**src/rtl/core/hbef_pkg.sv**
```systemverilog
package hbef_pkg;

    localparam int COORD_BITS = 10;
    localparam int FRAC_BITS  = 8;
    localparam int OUT_BITS   = COORD_BITS + FRAC_BITS;
    localparam int SPAN_BITS  = OUT_BITS + 1;
    localparam int EFF_W      = COORD_BITS + 1;
    localparam int DIM_W      = 11;
    localparam int COEF_W     = 32;
    localparam int PROD_W     = COORD_BITS + 1 + COEF_W;
    localparam int ACC_W      = COORD_BITS + 36;
    localparam int Q_W        = OUT_BITS + 2;
    localparam int NUM_W      = ACC_W + Q_W;
    localparam int CNT_W      = $clog2(Q_W + 1);
    localparam int CFG_IDX_W  = 3;
    localparam int CFG_DATA_W = 64;
    localparam int MAC_STEPS  = 6;

    localparam logic [CFG_IDX_W-1:0] CFG_H_PAIR_0       = 3'd0;
    localparam logic [CFG_IDX_W-1:0] CFG_H_PAIR_1       = 3'd1;
    localparam logic [CFG_IDX_W-1:0] CFG_H_PAIR_2       = 3'd2;
    localparam logic [CFG_IDX_W-1:0] CFG_H_PAIR_3       = 3'd3;
    localparam logic [CFG_IDX_W-1:0] CFG_H_LAST         = 3'd4;
    localparam logic [CFG_IDX_W-1:0] CFG_SENSOR_WIDTH   = 3'd5;
    localparam logic [CFG_IDX_W-1:0] CFG_SENSOR_HEIGHT  = 3'd6;

    localparam logic [CFG_DATA_W-1:0] RST_H_PAIR_0     = 64'd1048576;
    localparam logic [CFG_DATA_W-1:0] RST_H_PAIR_1     = 64'd0;
    localparam logic [CFG_DATA_W-1:0] RST_H_PAIR_2     = 64'd1048576;
    localparam logic [CFG_DATA_W-1:0] RST_H_PAIR_3     = 64'd0;
    localparam logic [COEF_W-1:0]     RST_H_LAST       = 32'd1048576;
    localparam logic [DIM_W-1:0]      RST_SENSOR_WIDTH  = 11'd304;
    localparam logic [DIM_W-1:0]      RST_SENSOR_HEIGHT = 11'd240;

    localparam logic REQ_BOX   = 1'b0;
    localparam logic REQ_EVENT = 1'b1;
    localparam logic KIND_EVENT = 1'b0;
    localparam logic KIND_BOX   = 1'b1;

    typedef enum logic [2:0] {
        S_IDLE,
        S_MAC,
        S_XSTART,
        S_XWAIT,
        S_YSTART,
        S_YWAIT,
        S_OUT
    } ctrl_state_t;

    typedef enum logic [1:0] {
        D_IDLE,
        D_RUN,
        D_DONE
    } div_state_t;

    typedef struct packed {
        logic                    start;
        logic signed [ACC_W-1:0] p;
        logic signed [ACC_W-1:0] w;
        logic [DIM_W-1:0]        dim;
    } div_req_t;

    typedef struct packed {
        logic                done;
        logic [OUT_BITS-1:0] q;
    } div_rsp_t;

    function automatic logic [EFF_W-1:0] eff_dim(input logic [DIM_W-1:0] d);
        if (int'(d) > (1 << COORD_BITS))
        begin
            return EFF_W'(1 << COORD_BITS);
        end
        return EFF_W'(d);
    endfunction

    function automatic logic [OUT_BITS-1:0] upper_bound(input logic [EFF_W-1:0] e);
        logic [EFF_W-1:0] m1;
        m1 = e - EFF_W'(1);
        return OUT_BITS'(m1) << FRAC_BITS;
    endfunction

endpackage

```
**src/rtl/core/hbef_if.sv**
```systemverilog
interface hbef_in_if
    import hbef_pkg::*;
();
    logic                  valid;
    logic                  ready;
    logic                  req_type;
    logic [COORD_BITS-1:0] event_col;
    logic [COORD_BITS-1:0] event_row;
    logic [COORD_BITS-1:0] box_min_row;
    logic [COORD_BITS-1:0] box_min_col;
    logic [COORD_BITS-1:0] box_max_row;
    logic [COORD_BITS-1:0] box_max_col;

    modport source (output valid, req_type, event_col, event_row, box_min_row, box_min_col,
                    box_max_row, box_max_col, input ready);
    modport sink (input valid, req_type, event_col, event_row, box_min_row, box_min_col,
                  box_max_row, box_max_col, output ready);
endinterface

interface hbef_out_if
    import hbef_pkg::*;
();
    logic                        valid;
    logic                        ready;
    logic                        result_kind;
    logic [COORD_BITS-1:0]       pass_col;
    logic [COORD_BITS-1:0]       pass_row;
    logic [OUT_BITS-1:0]         box_origin_col;
    logic [OUT_BITS-1:0]         box_origin_row;
    logic signed [SPAN_BITS-1:0] box_span_cols;
    logic signed [SPAN_BITS-1:0] box_span_rows;

    modport source (output valid, result_kind, pass_col, pass_row, box_origin_col,
                    box_origin_row, box_span_cols, box_span_rows, input ready);
    modport sink (input valid, result_kind, pass_col, pass_row, box_origin_col,
                  box_origin_row, box_span_cols, box_span_rows, output ready);
endinterface

interface hbef_cfg_if
    import hbef_pkg::*;
();
    logic                  valid;
    logic                  ready;
    logic [CFG_IDX_W-1:0]  index;
    logic [CFG_DATA_W-1:0] data;

    modport source (output valid, index, data, input ready);
    modport sink (input valid, index, data, output ready);
endinterface

```
**src/rtl/core/hbef_div.sv**
```systemverilog
module hbef_div
    import hbef_pkg::*;
(
    input  logic     clk,
    input  logic     rst_n,
    input  div_req_t req,
    output div_rsp_t rsp
);

    div_state_t            state_reg, state_next;
    logic [CNT_W-1:0]      cnt_reg;
    logic [NUM_W-1:0]      rem_reg;
    logic [NUM_W-1:0]      den_reg;
    logic [Q_W-1:0]        q_reg;
    logic                  neg_reg, pneg_reg, wzero_reg, dzero_reg;
    logic [OUT_BITS-1:0]   hi_reg;
    logic [ACC_W-1:0]      pm, wm;
    logic [EFF_W-1:0]      eff;
    logic                  fits;

    assign pm   = req.p[ACC_W-1] ? ACC_W'(-req.p) : ACC_W'(req.p);
    assign wm   = req.w[ACC_W-1] ? ACC_W'(-req.w) : ACC_W'(req.w);
    assign eff  = eff_dim(req.dim);
    assign fits = rem_reg >= den_reg;

    always_comb
    begin
        state_next = state_reg;
        case (state_reg)
            D_IDLE:
            begin
                if (req.start)
                begin
                    state_next = D_RUN;
                end
            end
            D_RUN:
            begin
                if (cnt_reg == CNT_W'(1))
                begin
                    state_next = D_DONE;
                end
            end
            D_DONE:  state_next = D_IDLE;
            default: state_next = D_IDLE;
        endcase
    end

    always_ff @(posedge clk or negedge rst_n)
    begin
        if (!rst_n)
        begin
            state_reg <= D_IDLE;
        end
        else
        begin
            state_reg <= state_next;
        end
    end

    always_ff @(posedge clk)
    begin
        if (state_reg == D_IDLE && req.start)
        begin
            rem_reg   <= NUM_W'(pm) << FRAC_BITS;
            den_reg   <= NUM_W'(wm) << (Q_W - 1);
            cnt_reg   <= CNT_W'(Q_W);
            q_reg     <= '0;
            pneg_reg  <= req.p[ACC_W-1];
            neg_reg   <= req.p[ACC_W-1] ^ req.w[ACC_W-1];
            wzero_reg <= (req.w == '0);
            dzero_reg <= (eff == '0);
            hi_reg    <= upper_bound(eff);
        end
        else if (state_reg == D_RUN)
        begin
            if (fits)
            begin
                rem_reg <= rem_reg - den_reg;
            end
            q_reg   <= {q_reg[Q_W-2:0], fits};
            den_reg <= den_reg >> 1;
            cnt_reg <= cnt_reg - CNT_W'(1);
        end
    end

    always_comb
    begin
        rsp.done = (state_reg == D_DONE);
        if (dzero_reg)
        begin
            rsp.q = '0;
        end
        else if (wzero_reg)
        begin
            rsp.q = pneg_reg ? '0 : hi_reg;
        end
        else if (neg_reg || q_reg == '0)
        begin
            rsp.q = '0;
        end
        else if (q_reg > Q_W'(hi_reg))
        begin
            rsp.q = hi_reg;
        end
        else
        begin
            rsp.q = q_reg[OUT_BITS-1:0];
        end
    end

endmodule

```
**src/rtl/core/homography_box_event_filter.sv**
```systemverilog
// Filters address events against a box that is mapped through a 3x3 homography. An event word
// is checked against the sensor and the stored box at acceptance and, if it passes, lands in
// the output register at once, so events stream at one word per cycle while that register
// drains. For each of the two corners of a box update word, one shared 11 by 32 bit multiplier
// accumulates the six products, and one shared restoring divider produces the column and then
// the row quotient; then the output register is loaded with the box once it is free. The input
// is not ready while a box update is in progress.
module homography_box_event_filter
    import hbef_pkg::*;
(
    input logic         clk,
    input logic         rst_n,
    hbef_in_if.sink     in_ch,
    hbef_out_if.source  out_ch,
    hbef_cfg_if.sink    cfg_ch
);

    logic [CFG_DATA_W-1:0] h_pair_0_reg, h_pair_1_reg, h_pair_2_reg, h_pair_3_reg;
    logic [COEF_W-1:0]     h_last_reg;
    logic [DIM_W-1:0]      sensor_width_reg, sensor_height_reg;

    logic [OUT_BITS-1:0]   lim_min_col_reg, lim_max_col_reg, lim_min_row_reg, lim_max_row_reg;

    ctrl_state_t           state_reg, state_next;
    logic [2:0]            mac_cnt_reg;
    logic                  corner_reg;
    logic [COORD_BITS-1:0] c0_reg, r0_reg, c1_reg, r1_reg;
    logic signed [PROD_W-1:0] prod_reg;
    logic signed [ACC_W-1:0]  px_reg, py_reg, pw_reg;

    logic                        out_valid_reg;
    logic                        out_kind_reg;
    logic [COORD_BITS-1:0]       out_col_reg, out_row_reg;
    logic [OUT_BITS-1:0]         out_ocol_reg, out_orow_reg;
    logic signed [SPAN_BITS-1:0] out_scol_reg, out_srow_reg;

    logic                     slot_free, in_fire, ev_pass, box_load, mac_done;
    logic [COORD_BITS-1:0]    coord_sel, cur_c, cur_r;
    logic signed [COEF_W-1:0] coef_sel;
    logic [2:0]               acc_step;
    logic [OUT_BITS-1:0]      ev_cq, ev_rq;
    div_req_t                 div_req;
    div_rsp_t                 div_rsp;

    assign cfg_ch.ready = 1'b1;

    always_ff @(posedge clk or negedge rst_n)
    begin
        if (!rst_n)
        begin
            h_pair_0_reg      <= RST_H_PAIR_0;
            h_pair_1_reg      <= RST_H_PAIR_1;
            h_pair_2_reg      <= RST_H_PAIR_2;
            h_pair_3_reg      <= RST_H_PAIR_3;
            h_last_reg        <= RST_H_LAST;
            sensor_width_reg  <= RST_SENSOR_WIDTH;
            sensor_height_reg <= RST_SENSOR_HEIGHT;
        end
        else if (cfg_ch.valid)
        begin
            case (cfg_ch.index)
                CFG_H_PAIR_0:      h_pair_0_reg      <= cfg_ch.data;
                CFG_H_PAIR_1:      h_pair_1_reg      <= cfg_ch.data;
                CFG_H_PAIR_2:      h_pair_2_reg      <= cfg_ch.data;
                CFG_H_PAIR_3:      h_pair_3_reg      <= cfg_ch.data;
                CFG_H_LAST:        h_last_reg        <= cfg_ch.data[COEF_W-1:0];
                CFG_SENSOR_WIDTH:  sensor_width_reg  <= cfg_ch.data[DIM_W-1:0];
                CFG_SENSOR_HEIGHT: sensor_height_reg <= cfg_ch.data[DIM_W-1:0];
                default: ;
            endcase
        end
    end

    assign slot_free = !out_valid_reg || out_ch.ready;
    assign in_fire   = in_ch.valid && in_ch.ready;
    assign mac_done  = (mac_cnt_reg == 3'(MAC_STEPS));
    assign cur_c     = corner_reg ? c1_reg : c0_reg;
    assign cur_r     = corner_reg ? r1_reg : r0_reg;
    assign ev_cq     = OUT_BITS'(in_ch.event_col) << FRAC_BITS;
    assign ev_rq     = OUT_BITS'(in_ch.event_row) << FRAC_BITS;

    assign ev_pass = ({1'b0, in_ch.event_col} < EFF_W'(eff_dim(sensor_width_reg)))
                  && ({1'b0, in_ch.event_row} < EFF_W'(eff_dim(sensor_height_reg)))
                  && (ev_cq >= lim_min_col_reg) && (ev_cq <= lim_max_col_reg)
                  && (ev_rq >= lim_min_row_reg) && (ev_rq <= lim_max_row_reg);

    always_comb
    begin
        coord_sel = mac_cnt_reg[0] ? cur_r : cur_c;
        case (mac_cnt_reg)
            3'd0:    coef_sel = $signed(h_pair_0_reg[31:0]);
            3'd1:    coef_sel = $signed(h_pair_1_reg[63:32]);
            3'd2:    coef_sel = $signed(h_pair_0_reg[63:32]);
            3'd3:    coef_sel = $signed(h_pair_2_reg[31:0]);
            3'd4:    coef_sel = $signed(h_pair_1_reg[31:0]);
            3'd5:    coef_sel = $signed(h_pair_2_reg[63:32]);
            default: coef_sel = '0;
        endcase
    end

    assign acc_step = mac_cnt_reg - 3'd1;

    always_comb
    begin
        state_next = state_reg;
        case (state_reg)
            S_IDLE:
            begin
                if (in_fire && in_ch.req_type == REQ_BOX)
                begin
                    state_next = S_MAC;
                end
            end
            S_MAC:
            begin
                if (mac_done)
                begin
                    state_next = S_XSTART;
                end
            end
            S_XSTART: state_next = S_XWAIT;
            S_XWAIT:
            begin
                if (div_rsp.done)
                begin
                    state_next = S_YSTART;
                end
            end
            S_YSTART: state_next = S_YWAIT;
            S_YWAIT:
            begin
                if (div_rsp.done)
                begin
                    state_next = corner_reg ? S_OUT : S_MAC;
                end
            end
            S_OUT:
            begin
                if (slot_free)
                begin
                    state_next = S_IDLE;
                end
            end
            default: state_next = S_IDLE;
        endcase
    end

    always_comb
    begin
        in_ch.ready   = (state_reg == S_IDLE) && slot_free;
        box_load      = (state_reg == S_OUT) && slot_free;
        div_req.start = (state_reg == S_XSTART) || (state_reg == S_YSTART);
        div_req.w     = pw_reg;
        if (state_reg == S_XSTART || state_reg == S_XWAIT)
        begin
            div_req.p   = px_reg;
            div_req.dim = sensor_width_reg;
        end
        else
        begin
            div_req.p   = py_reg;
            div_req.dim = sensor_height_reg;
        end
    end

    hbef_div u_div (
        .clk   (clk),
        .rst_n (rst_n),
        .req   (div_req),
        .rsp   (div_rsp)
    );

    always_ff @(posedge clk or negedge rst_n)
    begin
        if (!rst_n)
        begin
            state_reg       <= S_IDLE;
            mac_cnt_reg     <= '0;
            corner_reg      <= 1'b0;
            lim_min_col_reg <= '0;
            lim_max_col_reg <= '0;
            lim_min_row_reg <= '0;
            lim_max_row_reg <= '0;
            out_valid_reg   <= 1'b0;
        end
        else
        begin
            state_reg <= state_next;
            if (state_reg == S_IDLE && in_fire && in_ch.req_type == REQ_BOX)
            begin
                mac_cnt_reg <= '0;
                corner_reg  <= 1'b0;
            end
            else if (state_reg == S_MAC && !mac_done)
            begin
                mac_cnt_reg <= mac_cnt_reg + 3'd1;
            end
            else if (state_reg == S_XWAIT && div_rsp.done)
            begin
                if (corner_reg)
                begin
                    lim_max_col_reg <= div_rsp.q;
                end
                else
                begin
                    lim_min_col_reg <= div_rsp.q;
                end
            end
            else if (state_reg == S_YWAIT && div_rsp.done)
            begin
                if (corner_reg)
                begin
                    lim_max_row_reg <= div_rsp.q;
                end
                else
                begin
                    lim_min_row_reg <= div_rsp.q;
                end
                corner_reg  <= 1'b1;
                mac_cnt_reg <= '0;
            end

            if (in_fire && in_ch.req_type == REQ_EVENT && ev_pass)
            begin
                out_valid_reg <= 1'b1;
            end
            else if (box_load)
            begin
                out_valid_reg <= 1'b1;
            end
            else if (out_ch.ready)
            begin
                out_valid_reg <= 1'b0;
            end
        end
    end

    always_ff @(posedge clk)
    begin
        if (in_fire && in_ch.req_type == REQ_BOX)
        begin
            c0_reg <= in_ch.box_min_col;
            r0_reg <= in_ch.box_min_row;
            c1_reg <= in_ch.box_max_col;
            r1_reg <= in_ch.box_max_row;
        end

        if ((in_fire && in_ch.req_type == REQ_BOX) || (state_reg == S_YWAIT && div_rsp.done))
        begin
            px_reg <= ACC_W'($signed(h_pair_3_reg[31:0]));
            py_reg <= ACC_W'($signed(h_pair_3_reg[63:32]));
            pw_reg <= ACC_W'($signed(h_last_reg));
        end
        else if (state_reg == S_MAC && mac_cnt_reg != 3'd0)
        begin
            case (acc_step[2:1])
                2'd0:    px_reg <= px_reg + ACC_W'(prod_reg);
                2'd1:    py_reg <= py_reg + ACC_W'(prod_reg);
                default: pw_reg <= pw_reg + ACC_W'(prod_reg);
            endcase
        end

        if (state_reg == S_MAC && !mac_done)
        begin
            prod_reg <= $signed({1'b0, coord_sel}) * coef_sel;
        end

        if (in_fire && in_ch.req_type == REQ_EVENT && ev_pass)
        begin
            out_kind_reg <= KIND_EVENT;
            out_col_reg  <= in_ch.event_col;
            out_row_reg  <= in_ch.event_row;
            out_ocol_reg <= '0;
            out_orow_reg <= '0;
            out_scol_reg <= '0;
            out_srow_reg <= '0;
        end
        else if (box_load)
        begin
            out_kind_reg <= KIND_BOX;
            out_col_reg  <= '0;
            out_row_reg  <= '0;
            out_ocol_reg <= lim_min_col_reg;
            out_orow_reg <= lim_min_row_reg;
            out_scol_reg <= $signed({1'b0, lim_max_col_reg}) - $signed({1'b0, lim_min_col_reg});
            out_srow_reg <= $signed({1'b0, lim_max_row_reg}) - $signed({1'b0, lim_min_row_reg});
        end
    end

    assign out_ch.valid          = out_valid_reg;
    assign out_ch.result_kind    = out_kind_reg;
    assign out_ch.pass_col       = out_col_reg;
    assign out_ch.pass_row       = out_row_reg;
    assign out_ch.box_origin_col = out_ocol_reg;
    assign out_ch.box_origin_row = out_orow_reg;
    assign out_ch.box_span_cols  = out_scol_reg;
    assign out_ch.box_span_rows  = out_srow_reg;

endmodule

```
**src/flat_wrapper.sv**
```systemverilog
// flat-port wrapper written by rule: the top's interface ports become plain ports
module homography_box_event_filter_flat import hbef_pkg::*;
  (clk, rst_n, in_ch_valid, in_ch_req_type, in_ch_event_col, in_ch_event_row, in_ch_box_min_row, in_ch_box_min_col, in_ch_box_max_row, in_ch_box_max_col, in_ch_ready, out_ch_valid, out_ch_result_kind, out_ch_pass_col, out_ch_pass_row, out_ch_box_origin_col, out_ch_box_origin_row, out_ch_box_span_cols, out_ch_box_span_rows, out_ch_ready, cfg_ch_valid, cfg_ch_index, cfg_ch_data, cfg_ch_ready);
  hbef_in_if in_ch_i ();
  hbef_out_if out_ch_i ();
  hbef_cfg_if cfg_ch_i ();
  input logic clk;
  input logic rst_n;
  input wire logic [$bits(in_ch_i.valid)-1:0] in_ch_valid;
  input wire logic [$bits(in_ch_i.req_type)-1:0] in_ch_req_type;
  input wire logic [$bits(in_ch_i.event_col)-1:0] in_ch_event_col;
  input wire logic [$bits(in_ch_i.event_row)-1:0] in_ch_event_row;
  input wire logic [$bits(in_ch_i.box_min_row)-1:0] in_ch_box_min_row;
  input wire logic [$bits(in_ch_i.box_min_col)-1:0] in_ch_box_min_col;
  input wire logic [$bits(in_ch_i.box_max_row)-1:0] in_ch_box_max_row;
  input wire logic [$bits(in_ch_i.box_max_col)-1:0] in_ch_box_max_col;
  output wire logic [$bits(in_ch_i.ready)-1:0] in_ch_ready;
  output wire logic [$bits(out_ch_i.valid)-1:0] out_ch_valid;
  output wire logic [$bits(out_ch_i.result_kind)-1:0] out_ch_result_kind;
  output wire logic [$bits(out_ch_i.pass_col)-1:0] out_ch_pass_col;
  output wire logic [$bits(out_ch_i.pass_row)-1:0] out_ch_pass_row;
  output wire logic [$bits(out_ch_i.box_origin_col)-1:0] out_ch_box_origin_col;
  output wire logic [$bits(out_ch_i.box_origin_row)-1:0] out_ch_box_origin_row;
  output wire logic [$bits(out_ch_i.box_span_cols)-1:0] out_ch_box_span_cols;
  output wire logic [$bits(out_ch_i.box_span_rows)-1:0] out_ch_box_span_rows;
  input wire logic [$bits(out_ch_i.ready)-1:0] out_ch_ready;
  input wire logic [$bits(cfg_ch_i.valid)-1:0] cfg_ch_valid;
  input wire logic [$bits(cfg_ch_i.index)-1:0] cfg_ch_index;
  input wire logic [$bits(cfg_ch_i.data)-1:0] cfg_ch_data;
  output wire logic [$bits(cfg_ch_i.ready)-1:0] cfg_ch_ready;
  assign in_ch_i.valid = in_ch_valid;
  assign in_ch_i.req_type = in_ch_req_type;
  assign in_ch_i.event_col = in_ch_event_col;
  assign in_ch_i.event_row = in_ch_event_row;
  assign in_ch_i.box_min_row = in_ch_box_min_row;
  assign in_ch_i.box_min_col = in_ch_box_min_col;
  assign in_ch_i.box_max_row = in_ch_box_max_row;
  assign in_ch_i.box_max_col = in_ch_box_max_col;
  assign in_ch_ready = in_ch_i.ready;
  assign out_ch_valid = out_ch_i.valid;
  assign out_ch_result_kind = out_ch_i.result_kind;
  assign out_ch_pass_col = out_ch_i.pass_col;
  assign out_ch_pass_row = out_ch_i.pass_row;
  assign out_ch_box_origin_col = out_ch_i.box_origin_col;
  assign out_ch_box_origin_row = out_ch_i.box_origin_row;
  assign out_ch_box_span_cols = out_ch_i.box_span_cols;
  assign out_ch_box_span_rows = out_ch_i.box_span_rows;
  assign out_ch_i.ready = out_ch_ready;
  assign cfg_ch_i.valid = cfg_ch_valid;
  assign cfg_ch_i.index = cfg_ch_index;
  assign cfg_ch_i.data = cfg_ch_data;
  assign cfg_ch_ready = cfg_ch_i.ready;
  homography_box_event_filter u_core (.clk(clk), .rst_n(rst_n), .in_ch(in_ch_i), .out_ch(out_ch_i), .cfg_ch(cfg_ch_i));
endmodule
```
**config.mk**
```make
export PLATFORM = sky130hd
export DESIGN_NAME = homography_box_event_filter_flat
export DESIGN_NICKNAME = d
export VERILOG_FILES = /design/src/rtl/core/hbef_pkg.sv /design/src/rtl/core/hbef_if.sv /design/src/rtl/core/hbef_div.sv /design/src/rtl/core/homography_box_event_filter.sv /design/src/flat_wrapper.sv
export SDC_FILE = /design/constraint.sdc
export NUM_CORES = 2
export LEC_CHECK = 0
export BUFFER_PORTS_ARGS = -buffer_cell sky130_fd_sc_hd__buf_2
export CAP_MARGIN = 20
export CORE_AREA = 8 8 330 653
export CTS_BUF_LIST = sky130_fd_sc_hd__clkbuf_8
export CTS_CLUSTER_SIZE = 16
export DETAILED_ROUTE_END_ITERATION = 7
export DIE_AREA = 0 0 338 661
export PLACE_DENSITY = 0.52
export SLEW_MARGIN = 20
export SYNTH_ARGS = -nofsm -noshare
export SYNTH_HDL_FRONTEND = slang
export SYNTH_HIERARCHICAL = 1
export SYNTH_SLANG_ARGS = --single-unit
```
**constraint.sdc**
```tcl
create_clock -name clk -period 12 [get_ports clk]
set_input_delay 1.2 -clock clk [delete_from_list [all_inputs] [get_ports clk]]
set_output_delay 1.2 -clock clk [all_outputs]
set_load 0.1 [all_outputs]
```
Yosys cells after proc, flatten, opt, wreduce, memory -nomap -nowiden
Cells that the tools add are included.

storage, ports and cells
  flip-flop bits (word level) = 878
  input bits = 133
  output and inout bits = 98

cells by class
  add/subtract/negate cells = 12
  multipliers = 1
  $lt $le $gt $ge = 11
  eq/ne operators = 33
  muxes and demuxes = 60
  bitwise gates (word level) = 6
  reductions and logical operators = 64

operators with widths
  cell                                                        count
  46-bit two-way mux                                          12
  32-bit one-hot mux with 6 select lines                      1
  54-bit two-way mux                                          3
  46-bit by 43-bit adder with 46-bit output                   3
  65-bit two-way mux                                          2
  46-bit negation                                             2
  18-bit two-way mux                                          5
  11-bit two-way mux                                          7
  66-bit by 65-bit >= comparator with 1-bit output            1
  66-bit by 65-bit subtractor with 66-bit output              1
  10-bit two-way mux                                          6
  46-bit zero test                                            1
  11-bit by 32-bit multiplier with 43-bit output              1
  18-bit by 18-bit subtractor with 19-bit output              2
  18-bit >= comparator                                        2
  18-bit <= comparator                                        2
  11-bit greater-than comparator (second input constant)      3
  3-bit two-way mux                                           10
  2-bit AND reduction                                         14
  3-bit equality test (second input constant)                 9
  10-bit by 11-bit < comparator with 1-bit output             2
  3-bit one-hot mux with 7 select lines                       1
  20-bit by 18-bit greater-than comparator with 1-bit output  1
  20-bit zero test                                            1
  29 further kinds                                            95

Longest topological paths before layout
  word-level depth = 11
  depth in mapped cells = 33
  depth with buffers taken out = 29

Modules after synthesis
The synthesis kept the hierarchy.

by module, submodules not included
  module                       times used  cells each  area each (µm²)  sequential area each (µm²)
  homography_box_event_filter  1           4,718       49,087.1         18,510.3
  hbef_div                     1           1,500       12,673.4         4,514.3

Worst setup path after synthesis
OpenSTA, ideal clock, no wires.

  kind = input port to flip-flop
  start point = in out_ch_ready
  end point = reg u_core.pw_reg[0] (enable)
  setup time = 513 ps
  arrival = 8,593 ps
  required time = 11,487 ps
  path slack = 2,894 ps
  stages = 7
  buffers on the path = 1
  path through = nor2_1 > nor4_1 > nand2_1 > nor2_1 > nor2_1 > clkbuf_1 > o21ai_0

between the ends
  word-level cells in the longest chain between the ends = 7
  elaborated cells between the ends (all ways) = 8
  those cells by class = eq/ne (1); reduce/logical (7)

ends and longest elaborated chain
  what                                                                                                            RTL line                            RTL
  start: declaration                                                                                              flat_wrapper.sv:26                  input wire logic [$bits(out_ch_i.ready)-1:0] out_ch_ready;
  1-bit logical OR (*)                                                                                            homography_box_event_filter.sv:74   assign slot_free = !out_valid_reg || out_ch.ready;
  1-bit logical AND (*)                                                                                           homography_box_event_filter.sv:150  in_ch.ready = (state_reg == S_IDLE) && slot_free;
  named net in_ch_ready                                                                                           flat_wrapper.sv:17                  output wire logic [$bits(in_ch_i.ready)-1:0] in_ch_ready;
  1-bit logical AND (*)                                                                                           homography_box_event_filter.sv:75   assign in_fire = in_ch.valid && in_ch.ready;
  1-bit logical AND (*)                                                                                           homography_box_event_filter.sv:248  if ((in_fire && in_ch.req_type == REQ_BOX) || (state_reg == S_YWAIT && div_rsp.done))
  1-bit logical OR (*)                                                                                            homography_box_event_filter.sv:248
  2-bit by 1-bit inequality test with 1-bit output (no source line) / 2-bit nonzero test (equally long branches)  -
  2-bit AND reduction (no source line) (*)                                                                        -
  end signal: assignment                                                                                          homography_box_event_filter.sv:252  pw_reg <= ACC_W'($signed(h_last_reg));
  end signal: assignment                                                                                          homography_box_event_filter.sv:259  default: pw_reg <= pw_reg + ACC_W'(prod_reg);
  end: declaration                                                                                                homography_box_event_filter.sv:29   logic signed [ACC_W-1:0] px_reg, py_reg, pw_reg;

The timed path passes the listed nets; every way through them passes the cells marked *.
A chain may end at the register's enable or synchronous reset.

Worst setup path after layout
  start point = reg u_core.mac_cnt_reg[0]
  end point = reg u_core.prod_reg[42], data pin

between the ends
  word-level cells in the longest chain between the ends = 3
  elaborated cells between the ends (all ways) = 9
  those cells by class = mul (1); eq/ne (5); mux (2); reduce/logical (1)

ends and longest elaborated chain
  what                                                RTL line                            RTL
  start: declaration                                  homography_box_event_filter.sv:25   logic [2:0] mac_cnt_reg;
  start signal: assignment                            homography_box_event_filter.sv:196  mac_cnt_reg <= mac_cnt_reg + 3'd1;
  3-bit equality test, or another cell as far along   homography_box_event_filter.sv:90   case (mac_cnt_reg)
  32-bit one-hot mux with 6 select lines              homography_box_event_filter.sv:90
  11-bit by 32-bit multiplier with 43-bit output (*)  homography_box_event_filter.sv:265  prod_reg <= $signed({1'b0, coord_sel}) * coef_sel;
  end signal: assignment                              homography_box_event_filter.sv:265
  end: declaration                                    homography_box_event_filter.sv:28   logic signed [PROD_W-1:0] prod_reg;

Mark *: on every way between the ends. The rest lies on a longest branch, timed or not.

==> results.sh <==
export IMPL_io_pins=231
export IMPL_async_flop_share_pct=44.6
export IMPL_drive_gt1_share_pct=16.5
export IMPL_maxSlewHeadroom_pct=27.7
export IMPL_cts_reportedPaths_clkPinSlew_ns=0.07
export IMPL_period_share_pct=73.9
export IMPL_synth_cell_types=94
export IMPL_max_freq_mhz=113
export IMPL_crit_type="reg2reg"
export IMPL_start_util_pct=29.8
export IMPL_worst_pin_slew_ns=1.08
export IMPL_placement_cell_area_mm2=0.0658
export IMPL_synth_most_common_cell="nand2_1"
export IMPL_cts_buffer_depth=3
export IMPL_grt_remaining_overflow=0
export IMPL_crit_path_top_delay_cell="a21boi_1"
export IMPL_coreArea_mm2=0.207
export IMPL_cp_required_ns=12.58
export IMPL_cts_sinks=878
export IMPL_cts_inserted_buffers=150
export IMPL_syn2layout_area_growth_pct=11.5
export IMPL_synthCells=6218
export IMPL_row_count=237
export IMPL_tritoncts="built"
export IMPL_port_buffers=229
export IMPL_syn_area_per_cell_um2=9.93
export IMPL_rsz0062_at_grt="no"
export IMPL_post_cts_buffers=0
export IMPL_wl_per_cell_um=19.7
export IMPL_die_y_um=661
export IMPL_drt_initial_drc_count=2857
export IMPL_setup_tns_ns=0
export IMPL_drc_errors=0
export IMPL_ctsHtreeMaxLevel=4
export IMPL_synth_nets=7038
export IMPL_grt_max_degree=155
export IMPL_period_minus_slack_ns=8.87
export IMPL_groute_usage_overall_pct=16.0
export IMPL_grt_pass1_vias=47500
export IMPL_finalHoldViolations=0
export IMPL_first_pass_iters=6
export IMPL_vias_per_cell=5.04
export IMPL_cts_resized=0
export IMPL_ant_nets=0
export IMPL_cp_slowest_stage_delay_ns=0.67
export IMPL_crit_top_cell="fa_1"
export IMPL_yosys_warnings=6
export IMPL_fin_worst_skew_ns=0.0479
export IMPL_synth_area_mm2=0.0618
export IMPL_run_status="finished, final reports clean"
export IMPL_routed_wl_mm=182
export IMPL_fin_area_mm2=0.0688
export IMPL_largest_register_ffs=66
export IMPL_synthTopCellsByCount="nand2_1, inv_1, mux2_2, ha_1, a21oi_1"
export IMPL_synth_seq_area_share_pct=37.3
export IMPL_final_nets=7183
export IMPL_synth_area_leaders="edfxtp_1, dfrtp_1, fa_1"
export IMPL_dieArea_mm2=0.223
export IMPL_finalMaxSlewViolations=0
export IMPL_synth_area_leader_cell="edfxtp_1"
export IMPL_cts_root_buf="clkbuf_8"
export IMPL_clk_latency_ns=0.88
export IMPL_dpl_hpwl_mm=139
export IMPL_hold_buffers=0
export IMPL_via_count=46700
export IMPL_antenna_found_initial=41
export IMPL_endpoint_kind="flop"
export IMPL_ys_seq_elements=878
export IMPL_hp_class="in2async"
export IMPL_synth_main_ff_cell="dfrtp_1"
export IMPL_synth_top_area_share_pct=16.9
export IMPL_critPathLaunchType="flop"
export IMPL_grt_pass1_wl_mm=283
export IMPL_path_max_fanout=26
export IMPL_die_x_um=338
export IMPL_cap_violations=0
export IMPL_synth_edf_count=347
export IMPL_finalSetupViolCount=0
export IMPL_place_congestion=0.899
export IMPL_arrival_ns=9.45
[per-layer routing]
layer	GRT usage, %	wire length [um]	vias to the layer above
li1	-	-	22200
met2	25.5	82600	1086
met1	22.4	84500	23100
met3	2.62	10600	243
met4	4.18	4120	16
met5	0	91	-
[kinds of logic (layout without fill, tap and decap cells)]
| kind of cell | after synthesis | after routing | synth area share [%] |
|---|---|---|---|
| adders and majority gates | 687 | 687 | 17.3 |
| and+or+nand+nor | 1611 | 1611 | 12.1 |
| xor gates and xnor gates | 340 | 340 | 4.82 |
| AOI/OAI and AO/OA | 1401 | 1401 | 14.3 |
| muxes | 505 | 505 | 9.30 |
| buffers and inverters | 795 | 1063 | 4.87 |
| DFF | 878 | 878 | 37.3 |
| other | 1 | 24 | 0.00607 |
[stage by stage]
| step | util [%] | hold slack (ns) | setup slack (ns) | cells |
|---|---|---|---|---|
| floorplan | - | 0.440 | 2.89 | 6218 |
| global placement | 31.7 | 0.440 | 3.33 | 8958 |
| detailed placement | 31.7 | 0.445 | 3.14 | 8958 |
| CTS | 33.2 | 0.316 | 3.09 | 9233 |
| global route | 33.2 | 0.395 | 2.47 | 9237 |
| finish | 33.2 | 0.409 | 3.13 | 9257 |
[final timing paths]
| check | from | endpoint | slack (ns) | depth (start not counted) |
|---|---|---|---|---|
| worst max-delay path | u_core/mac_cnt_reg[0] | u_core/prod_reg[42] | 3.13 | 26 |
| worst min-delay path | rst_n | u_core/lim_max_row_reg[9] | 0.41 | 1 |
| worst max register to register | u_core/mac_cnt_reg[0] | u_core/prod_reg[42] | 3.13 | 26 |
| worst min register to register | u_core/out_ch.box_origin_col[6] | u_core/out_ch.box_origin_col[6] | 0.45 | 2 |
| max in group asynchronous | rst_n | u_core/h_pair_1_reg[28] | 9.45 | 3 |
| min in group clk | u_core/out_ch.box_origin_col[6] | u_core/out_ch.box_origin_col[6] | 0.45 | 2 |
[critical path, delay by kind of cell, from the launching register on]
kind / cells / cell delay (ns)
fa+ha+maj: 7 / 2.98
simple gates: 4 / 0.94
flops: 1 / 0.63
xor+xnor: 1 / 0.13
buf+inv: 4 / 0.81
compound gates: 10 / 3.07
[layout by cell type, fill, tap and decap left out, types with 24 or more instances in the layout]
master	n
or3_1	33
ha_1	405
buf_2	229
nand4_1	66
a21o_1	166
o21ai_0	316
dfrtp_1	381
buf_4	40
a211oi_1	39
clkbuf_8	174
and2_1	47
a21oi_1	396
nor3_1	57
o22ai_1	95
o31ai_1	49
nand3_1	88
xnor2_1	147
xor2_1	193
edfxtp_1	347
or4_1	24
inv_1	561
nand2b_1	68
nand2_1	676
a31oi_1	35
and3_1	40
o21bai_1	49
nor2_1	345
nor2b_1	67
dfxtp_1	139
mux2_2	490
o21a_1	44
a22oi_1	41
fa_1	279
[final cells by class]
type	instances	area, um^2
fill	21400	138000
antenna	23	57.6
sequential	878	23000
inverter	516	1940
clock inverter	101	588
clock buffer	174	2390
multi-input combinational	4545	35900
tap	2748	3440
timing repair buffer	272	1500
Power is not shown: default switching activity piles up to over one toggle a cycle in this logic, so the estimate is an artifact.
